<file path="config.mk">
export PLATFORM = sky130hd
export DESIGN_NAME = script_text_normalizer
export DESIGN_NICKNAME = d
export VERILOG_FILES = /design/src/stn_pkg.sv /design/src/stn_res_buf.sv /design/src/script_text_normalizer.sv
export SDC_FILE = /design/constraint.sdc
export NUM_CORES = 1
export LEC_CHECK = 0
export BUFFER_PORTS_ARGS = -buffer_cell sky130_fd_sc_hd__buf_4
export CORE_MARGIN = 2
export CORE_UTILIZATION = 60
export CTS_CLUSTER_DIAMETER = 150
export DETAILED_ROUTE_END_ITERATION = 12
export HOLD_SLACK_MARGIN = 0.08
export PLACE_DENSITY = 0.85
export SYNTH_ARGS = -nofsm -noshare
export SYNTH_HDL_FRONTEND = slang
export SYNTH_HIERARCHICAL = 1
export SYNTH_SLANG_ARGS = --single-unit
</file>
<file path="constraint.sdc">
create_clock -name clk -period 6 [get_ports clk]
set_clock_uncertainty 0.2 [all_clocks]
set_input_delay 1.2 -clock clk [delete_from_list [all_inputs] [get_ports clk]]
set_output_delay 1.2 -clock clk [all_outputs]
set_load 0.02 [all_outputs]
</file>
<file path="src/stn_pkg.sv">
package stn_pkg;

    // Character codes
    localparam logic [7:0] CH_NUL   = 8'h00;
    localparam logic [7:0] CH_TAB   = 8'h09;
    localparam logic [7:0] CH_LF    = 8'h0A;
    localparam logic [7:0] CH_CR    = 8'h0D;
    localparam logic [7:0] CH_SPACE = 8'h20;
    localparam logic [7:0] CH_QUOTE = 8'h22;
    localparam logic [7:0] CH_LPAR  = 8'h28;
    localparam logic [7:0] CH_RPAR  = 8'h29;
    localparam logic [7:0] CH_STAR  = 8'h2A;
    localparam logic [7:0] CH_PLUS  = 8'h2B;
    localparam logic [7:0] CH_MINUS = 8'h2D;
    localparam logic [7:0] CH_SLASH = 8'h2F;
    localparam logic [7:0] CH_EQ    = 8'h3D;

    // Result slots per accepted byte: two per processed byte plus the end marker
    localparam int NSLOT   = 5;
    localparam int SLOT_W  = $clog2(NSLOT);
    localparam int CNT_W   = $clog2(NSLOT + 1);

    // Per-line scanner flags
    typedef struct packed {
        logic inside_quote;
        logic previous_was_space;
        logic line_started;
        logic skipping_comment;
        logic pending_space;
    } norm_state_t;

    // Outcome of one processed byte: new flags and up to two emitted bytes
    typedef struct packed {
        norm_state_t          st;
        logic [1:0][7:0]      b;
        logic [1:0]           cnt;
    } proc_res_t;

    // One result item
    typedef struct packed {
        logic [7:0] out_byte;
        logic       has_byte;
        logic       end_of_text;
        logic       unterminated_quote;
    } out_item_t;

    // All results caused by one accepted byte
    typedef struct packed {
        out_item_t [NSLOT-1:0] slot;
        logic [CNT_W-1:0]      cnt;
    } res_bundle_t;

    function automatic logic is_alnum(logic [7:0] c);
        return (c >= 8'h30 && c <= 8'h39) || (c >= 8'h41 && c <= 8'h5A) ||
               (c >= 8'h61 && c <= 8'h7A);
    endfunction

    function automatic logic is_special(logic [7:0] c);
        return c == CH_PLUS || c == CH_MINUS || c == CH_SLASH || c == CH_STAR ||
               c == CH_EQ || c == CH_LPAR || c == CH_RPAR;
    endfunction

    function automatic proc_res_t push_byte(proc_res_t r, logic [7:0] c);
        proc_res_t o;
        o = r;
        o.b[r.cnt[0]] = c;
        o.cnt = r.cnt + 2'd1;
        return o;
    endfunction

    // Owe one space; open the line first and pay an earlier owed space
    function automatic proc_res_t put_space(proc_res_t r);
        proc_res_t o;
        o = r;
        if (!o.st.line_started)
        begin
            o = push_byte(o, CH_LF);
            o.st.line_started = 1'b1;
        end
        if (o.st.pending_space)
            o = push_byte(o, CH_SPACE);
        o.st.pending_space = 1'b1;
        return o;
    endfunction

    function automatic proc_res_t put_char(proc_res_t r, logic [7:0] c);
        proc_res_t o;
        o = r;
        if (o.st.line_started)
        begin
            if (o.st.pending_space)
                o = push_byte(o, CH_SPACE);
        end
        else
        begin
            o = push_byte(o, CH_LF);
            o.st.line_started = 1'b1;
        end
        o.st.pending_space = 1'b0;
        o = push_byte(o, c);
        return o;
    endfunction

    // Process byte c with lookahead nx
    function automatic proc_res_t proc_byte(norm_state_t s, logic [7:0] c, logic [7:0] nx);
        proc_res_t r;
        logic      sp;
        r.st  = s;
        r.b   = '0;
        r.cnt = 2'd0;
        sp    = (c == CH_SPACE) || (c == CH_TAB);
        // CR right before LF is dropped
        if (!(c == CH_CR && nx == CH_LF))
        begin
            if (c == CH_QUOTE && !s.skipping_comment)
                r.st.inside_quote = !s.inside_quote;
            if (c == CH_LF)
            begin
                if (r.st.inside_quote && !r.st.skipping_comment)
                    r = put_space(r);
                else
                begin
                    r.st.previous_was_space = 1'b0;
                    r.st.line_started       = 1'b0;
                    r.st.skipping_comment   = 1'b0;
                    r.st.pending_space      = 1'b0;
                    r.st.inside_quote       = 1'b0;
                end
            end
            else if (!r.st.skipping_comment &&
                     !(sp && (!r.st.line_started || r.st.previous_was_space)))
            begin
                r.st.previous_was_space = sp;
                if (sp)
                    r = put_space(r);
                else if (c == CH_SLASH && nx == CH_SLASH && !r.st.inside_quote)
                    r.st.skipping_comment = 1'b1;
                else
                begin
                    r = put_char(r, c);
                    if (!r.st.inside_quote &&
                        ((is_alnum(c) && is_special(nx)) || (is_alnum(nx) && is_special(c))))
                        r = put_space(r);
                end
            end
        end
        return r;
    endfunction

endpackage

</file>
<file path="src/stn_res_buf.sv">
module stn_res_buf
    import stn_pkg::*;
(
    input  logic        clk,
    input  logic        rst_n,
    input  logic        load,       // a new bundle is taken this cycle
    input  res_bundle_t bundle,
    output logic        can_load,   // buffer is empty or drains its last item now
    output logic        m_tvalid,
    input  logic        m_tready,
    output logic [7:0]  m_tdata,    // out_byte
    output logic [1:0]  m_tuser,    // [0] has_byte, [1] unterminated_quote
    output logic        m_tlast     // end_of_text
);

    out_item_t [NSLOT-1:0] slot_reg;
    logic [CNT_W-1:0]      cnt_reg, cnt_next;
    logic [SLOT_W-1:0]     idx_reg, idx_next;
    logic                  last_item;
    out_item_t             cur;

    assign cur       = slot_reg[idx_reg];
    assign m_tvalid  = (cnt_reg != '0);
    assign last_item = (CNT_W'(idx_reg) + CNT_W'(1) == cnt_reg);
    assign can_load  = !m_tvalid || (m_tready && last_item);

    assign m_tdata = cur.out_byte;
    assign m_tuser = {cur.unterminated_quote, cur.has_byte};
    assign m_tlast = cur.end_of_text;

    // Read pointer and fill count
    always_comb
    begin
        cnt_next = cnt_reg;
        idx_next = idx_reg;
        if (m_tvalid && m_tready)
        begin
            if (last_item)
            begin
                cnt_next = '0;
                idx_next = '0;
            end
            else
                idx_next = idx_reg + SLOT_W'(1);
        end
        if (load)
        begin
            cnt_next = bundle.cnt;
            idx_next = '0;
        end
    end

    always_ff @(posedge clk or negedge rst_n)
    begin
        if (!rst_n)
        begin
            cnt_reg <= '0;
            idx_reg <= '0;
        end
        else
        begin
            cnt_reg <= cnt_next;
            idx_reg <= idx_next;
        end
    end

    // Payload, no reset
    always_ff @(posedge clk)
    begin
        if (load)
            slot_reg <= bundle.slot;
    end

endmodule

</file>
<file path="src/script_text_normalizer.sv">
// Script text normalizer.
// Input stream (s_*): one raw script byte per transfer in s_tdata, s_tlast on
// the final byte of a text. Output stream (m_*): normalized bytes in m_tdata
// with m_tuser[0] set; the end of a text is a marker transfer with
// m_tuser[0] clear, m_tlast set and m_tuser[1] flagging an open quote.
// One byte is held back as lookahead, so a byte's results come out when the
// next byte (or the last byte) is taken.
// Latency: results of an accepted byte show on m_* in the next cycle.
// Throughput: one input byte per cycle while m_tready is high and each byte
// yields at most one output transfer; a byte yielding N results (up to 5 on
// the last byte) holds the single result buffer until its last result drains,
// which sets the rate. Bytes that yield nothing never touch the output.
// Stall: while m_tready is low the result buffer holds and s_tready drops
// once the buffer cannot be emptied in the same cycle; nothing is lost.
// Reset: rst_n clears the scanner flags, the held byte and the buffer;
// the block is ready as soon as reset is released. After each end marker
// the scanner is back in its reset state.
module script_text_normalizer
    import stn_pkg::*;
(
    input  logic       clk,
    input  logic       rst_n,
    input  logic       s_tvalid,
    output logic       s_tready,
    input  logic [7:0] s_tdata,    // in_byte
    input  logic       s_tlast,    // in_last
    output logic       m_tvalid,
    input  logic       m_tready,
    output logic [7:0] m_tdata,    // out_byte
    output logic [1:0] m_tuser,    // [0] has_byte, [1] unterminated_quote
    output logic       m_tlast     // end_of_text
);

    norm_state_t st_reg, st_next;
    logic [7:0]  held_byte_reg, held_byte_next;
    logic        held_valid_reg, held_valid_next;
    logic        accept, can_load;
    proc_res_t   p1, p2;
    logic [CNT_W-1:0] n1, n2;
    res_bundle_t bundle;

    assign accept = s_tvalid && s_tready;
    assign s_tready = can_load;

    // Held byte with incoming byte as lookahead, then last byte with NUL lookahead
    assign p1 = proc_byte(st_reg, held_byte_reg, s_tdata);
    assign p2 = proc_byte(held_valid_reg ? p1.st : st_reg, s_tdata, CH_NUL);
    assign n1 = held_valid_reg ? CNT_W'(p1.cnt) : '0;
    assign n2 = s_tlast ? CNT_W'(p2.cnt) : '0;

    // Pack the results of this byte into the bundle
    always_comb
    begin
        logic [CNT_W-1:0] k;
        k = '0;
        for (int i = 0; i < NSLOT; i++)
        begin
            k = CNT_W'(i) - n1;
            if (CNT_W'(i) < n1)
                bundle.slot[i] = '{out_byte: p1.b[i % 2], has_byte: 1'b1,
                                   end_of_text: 1'b0, unterminated_quote: 1'b0};
            else if (CNT_W'(i) < n1 + n2)
                bundle.slot[i] = '{out_byte: p2.b[k[0]], has_byte: 1'b1,
                                   end_of_text: 1'b0, unterminated_quote: 1'b0};
            else
                bundle.slot[i] = '{out_byte: CH_NUL, has_byte: 1'b0,
                                   end_of_text: 1'b1,
                                   unterminated_quote: p2.st.inside_quote};
        end
        bundle.cnt = n1 + n2 + (s_tlast ? CNT_W'(1) : CNT_W'(0));
    end

    // Scanner state update
    always_comb
    begin
        st_next         = st_reg;
        held_byte_next  = held_byte_reg;
        held_valid_next = held_valid_reg;
        if (accept)
        begin
            if (s_tlast)
            begin
                st_next         = '0;
                held_byte_next  = CH_NUL;
                held_valid_next = 1'b0;
            end
            else
            begin
                st_next         = held_valid_reg ? p1.st : st_reg;
                held_byte_next  = s_tdata;
                held_valid_next = 1'b1;
            end
        end
    end

    always_ff @(posedge clk or negedge rst_n)
    begin
        if (!rst_n)
        begin
            st_reg         <= '0;
            held_byte_reg  <= CH_NUL;
            held_valid_reg <= 1'b0;
        end
        else
        begin
            st_reg         <= st_next;
            held_byte_reg  <= held_byte_next;
            held_valid_reg <= held_valid_next;
        end
    end

    // Result buffer and output serializer
    stn_res_buf u_res_buf (
        .clk      (clk),
        .rst_n    (rst_n),
        .load     (accept),
        .bundle   (bundle),
        .can_load (can_load),
        .m_tvalid (m_tvalid),
        .m_tready (m_tready),
        .m_tdata  (m_tdata),
        .m_tuser  (m_tuser),
        .m_tlast  (m_tlast)
    );

endmodule
</file>
==> flow_results.org <==
** Placed design
- Summing all placed instances gives a cell area of about 5400 sq um.
- At the end of routability-driven placement, the weighted congestion stood at around 1.
- Estimated wirelength of the detail-placed design :: a little under 10000 um
- Buffers added on ports :: 25
- Once placement completed, the tool counted placed cells totaling between 600 and 700.

** Floorplan
- Core Box Area :: approximately 8300 sq um
- Top-Level Pins :: 26
- The die is between 90 and 100 um wide.
- The die covers 9340 sq um.
- Core Rows :: 33
- Initial core utilization :: between 60% and 70%
- Die Height :: between 90 and 100 um

** Global routing
- GRT overflow :: 0
- In the global route stage, overall resource usage came out at just under 30%.
- The number of global-route vias before repair is 4093.
- The first global-routing pass estimated 21700 um of wire.
- The initial antenna violation count came to 0.
- Entering global routing, the biggest net connects 29 pins.

** Logic synthesis
- Warnings from Yosys :: 6
- Dominant register cell in the synthesized netlist :: sky130_fd_sc_hd__edfxtp_1
- Top post-synthesis cells by area :: sky130_fd_sc_hd__edfxtp_1, sky130_fd_sc_hd__dfrtp_1, sky130_fd_sc_hd__mux2i_1
- After synthesis, the most frequently instantiated cells are sky130_fd_sc_hd__edfxtp_1, sky130_fd_sc_hd__nand2_1, sky130_fd_sc_hd__o21ai_0.
- The most common cell in the synthesized netlist is sky130_fd_sc_hd__edfxtp_1.
- The largest total area in the synthesized netlist belongs to sky130_fd_sc_hd__edfxtp_1.
- After synthesis, the netlist uses just over 90 different library cells.
- Synth Net Count :: roughly 530
- Instance count of the mapped netlist :: 502
- In this run the mean area of a mapped cell was roughly 10 sq um.
- The synthesized design contains between 50 and 60 enable-type register cells.
- Combined area of all synthesized cells :: 5150 sq um
- In the synthesized netlist the async set-or-reset flop fraction comes to between 20% and 30%.
- The synthesized design contains 75 register bits.
- Sequential elements use a little over two fifths of the synthesized area.
- Synth top area share :: approximately a third

** Clock network
- TritonCTS built the clock tree.
- In this run, CTS created clock tree buffers numbering 9.
- Max Buffers Root-to-Sink :: 2
- CTS H-tree lvls :: 3
- CTS Hold Bufs :: 0
- Clock-pin slew was measured on the worst setup and hold paths at around 80 ps.
- Sinks on the clock net :: 75
- The later pin in the worst-skew pair is clocked with a latency of 350 ps.
- Once the clock tree was built, the resizer swapped 0 gates to a different size.
- The tree is rooted in a sky130_fd_sc_hd__clkbuf_8.
- Number of buffers added for setup after CTS :: 0

** Drt
- After the first detailed-routing iteration, the DRC count stood at just under 500.
- Using the TritonRoute via totals, the vias-per-cell ratio works out to 6.94.
- Number of nets still failing antenna checks after routing :: 0
- Initial DRT Pass Iterations :: 5
- Total number of vias :: between 4000 and 5000
- After detailed routing, the average wire length per cell comes to 21.6 um.
- Total wirelength of the detailed-routed design :: ~14000 um
- Post-route DRC violation count :: 0

** Layout
- Proportion of layout cells with a drive suffix above 1 :: about 17%
- Final antenna diode count :: 0
- The finished layout holds between 600 and 700 standard cells, fillers aside.
- Synth-to-layout area growth :: 8.85%
- Net count, final :: roughly 540
- Flip-flop count of the largest register after layout :: 55
- Post-route design area :: about 5600 sq um

** STA
- Post-route clock period utilization :: a little under 90%
- Hold is met by approximately 320 ps.
- Adding up every negative setup slack in the final design gives 0 ps.
- Measured against its own limit, the worst slew margin works out to ~37%.
- The count of final max-slew check failures came to 0.
- Setup repair after global routing left no endpoint under its margin.
- Fmax :: roughly 190 MHz
- Setup-violating endpoint count in the final report :: 0
- Subtracting the final worst setup slack from the clock period gives approximately 5300 ps.
- Final-report hold violation count :: 0
- At the pin with the least slew margin, the transition time is 940 ps.

** Critical path
- STA puts the critical path data required time at 5880 ps.
- Count of buffer and inverter cells on the critical path :: 3
- Largest fanout of any net on the critical path :: 13
- CP max-delay cell :: sky130_fd_sc_hd__nor4_2
- STA classifies the critical path endpoint as a register.
- CP delay by family, top :: compound AO/OA/AOI/OAI gates
- Kind of start point of the critical path :: input pin
- Critical path cell sequence :: buf_4 > nor4_2 > a41o_4 > a211o_1 > o21ai_0 > o311ai_0 > nand3_1 > inv_1 > ha_1 > nand2_1 > a21boi_0 > ha_1 > fa_1 > buf_4 > a21oi_1 > nor2_1 > nand2_1 > o21ai_0
- The worst setup path is of the in -> reg kind.
- In this design, the stage delay of the slowest critical-path cell is approximately 500 ps.
- Data arrives at the worst endpoint at slightly above 5000 ps.

** Pwr
- Combinational cell fraction of total power :: 55.2%
- Sw Share :: between 40% and 50%
- Pwr Density :: 556 nW/um^2
- Per report_power, the clock group accounts for 12.4% of the total.
- Lkg Pwr :: about 0.0022 uW
- Internal cell power :: ~1700 uW
- Of the total power, registers draw 32.4%.
- Across the VDD grid, the largest voltage drop is 0.395 mV.
- In this run the power spent charging and discharging nets is 1420 uW.

** Outcome
- The flow ran to the end, and the final reports show no timing, DRC or antenna violations.

** Run
- Number of max-cap violations :: 0

** Min path
- Worst min-delay path class :: reg -> reg
final timing paths:
path                                  start                      to  slack, ps  cells past startpoint
max reg2reg                held_byte_reg[3]  u_res_buf/slot_reg[26]        880                     17
max                              s_tdata[0]  u_res_buf/slot_reg[26]        690                     18
min reg2reg                       st_reg[3]               st_reg[3]        320                      2
max in group asynchronous             rst_n               st_reg[2]       4860                      1
min in group asynchronous             rst_n    u_res_buf/cnt_reg[0]        520                      1
min                               st_reg[3]               st_reg[3]        320                      2
worst register-to-register path, cell delays in order (launching register included):
cell and delay [ps]:
sky130_fd_sc_hd__dfrtp_1 620, sky130_fd_sc_hd__nand4bb_1 250, sky130_fd_sc_hd__or4b_2 700, sky130_fd_sc_hd__a221oi_1 220, sky130_fd_sc_hd__o311ai_0 190, sky130_fd_sc_hd__nand3_1 230
sky130_fd_sc_hd__inv_1 90, sky130_fd_sc_hd__ha_1 200, sky130_fd_sc_hd__a21oi_1 250, sky130_fd_sc_hd__and3_1 300, sky130_fd_sc_hd__a31oi_1 60, sky130_fd_sc_hd__nor2b_1 170
sky130_fd_sc_hd__fa_1 450, sky130_fd_sc_hd__buf_4 170, sky130_fd_sc_hd__a21oi_1 380, sky130_fd_sc_hd__nor2_1 150, sky130_fd_sc_hd__nand2_1 100, sky130_fd_sc_hd__o21ai_0 110
metal layers:
layer  track usage (%)  vias to the layer above  share of wire (%)
met5                 0                        -                  0
met4              13.5                        0                4.4
met3              3.61                       49                6.7
met2              45.9                      236                 47
met1              39.6                     2091                 42
li1                  -                     1982                  -
logic make-up after synthesis:
group           Yosys count  synth area share (%)
compound gates          160                  23.6
xor+xnor                  5                  1.12
fa+ha+maj                13                  3.30
buf+inv                  55                  4.84
flops                    75                  41.8
mux                      24                  5.18
simple gates            170                  20.2
final cells by class:
type	count	area, sq um
Inverter	22	82.6
Tap cell	105	131
Fill cell	658	2650
Multi-Input combinational cell	372	2750
Clock buffer	11	163
Sequential cell	75	2150
Clock inverter	5	42.5
Timing Repair Buffer	38	285
power by group through the flow:
| stage | clock (uW) | combinational (uW) | sequential [uW] |
|---|---|---|---|
| detailed placement | 0 | 1680 | 1010 |
| floorplan | 0 | 1310 | 897 |
| global placement | 0 | 1640 | 1010 |
| CTS | 392 | 1690 | 1000 |
| finish | 386 | 1720 | 1010 |
| global route | 412 | 1850 | 1030 |
cell usage in the layout, fill, tap and decap left out, types with 4 or more instances in the layout:
master	netlist	routed
sky130_fd_sc_hd__o21ai_1	4	4
sky130_fd_sc_hd__o211ai_1	8	8
sky130_fd_sc_hd__mux2i_1	21	21
sky130_fd_sc_hd__nand4_1	4	4
sky130_fd_sc_hd__clkbuf_8	0	10
sky130_fd_sc_hd__edfxtp_1	55	55
sky130_fd_sc_hd__inv_1	20	19
sky130_fd_sc_hd__a2bb2oi_1	10	10
sky130_fd_sc_hd__o21ai_0	27	27
sky130_fd_sc_hd__a31oi_1	10	10
sky130_fd_sc_hd__and2_1	13	13
sky130_fd_sc_hd__ha_1	12	12
sky130_fd_sc_hd__nand2b_1	9	9
sky130_fd_sc_hd__o31ai_1	7	7
sky130_fd_sc_hd__a31o_2	4	4
sky130_fd_sc_hd__nand3_1	11	11
sky130_fd_sc_hd__nand4b_1	4	4
sky130_fd_sc_hd__nor3_1	12	12
sky130_fd_sc_hd__a21oi_1	17	17
sky130_fd_sc_hd__a22o_1	11	11
sky130_fd_sc_hd__nand2_1	37	37
sky130_fd_sc_hd__a211oi_1	4	4
sky130_fd_sc_hd__dfrtp_1	20	20
sky130_fd_sc_hd__nor2b_1	6	6
sky130_fd_sc_hd__or3_1	7	7
sky130_fd_sc_hd__nor4_1	4	4
sky130_fd_sc_hd__nor2_1	26	26
sky130_fd_sc_hd__o22ai_1	14	14
sky130_fd_sc_hd__and3_1	7	7
sky130_fd_sc_hd__buf_4	1	38
metrics by stage:
step / total power [uW] / util [%] / setup slack, ps
after floorplan: 2210 / - / 564
after CTS: 3090 / 67.9 / 802
after global routing: 3290 / 67.9 / 418
final: 3120 / 67.9 / 693
after detailed placement: 2690 / 65.4 / 428
after global placement: 2650 / 65.4 / 565
No activity file was read; power rests on OpenSTA's default activity.
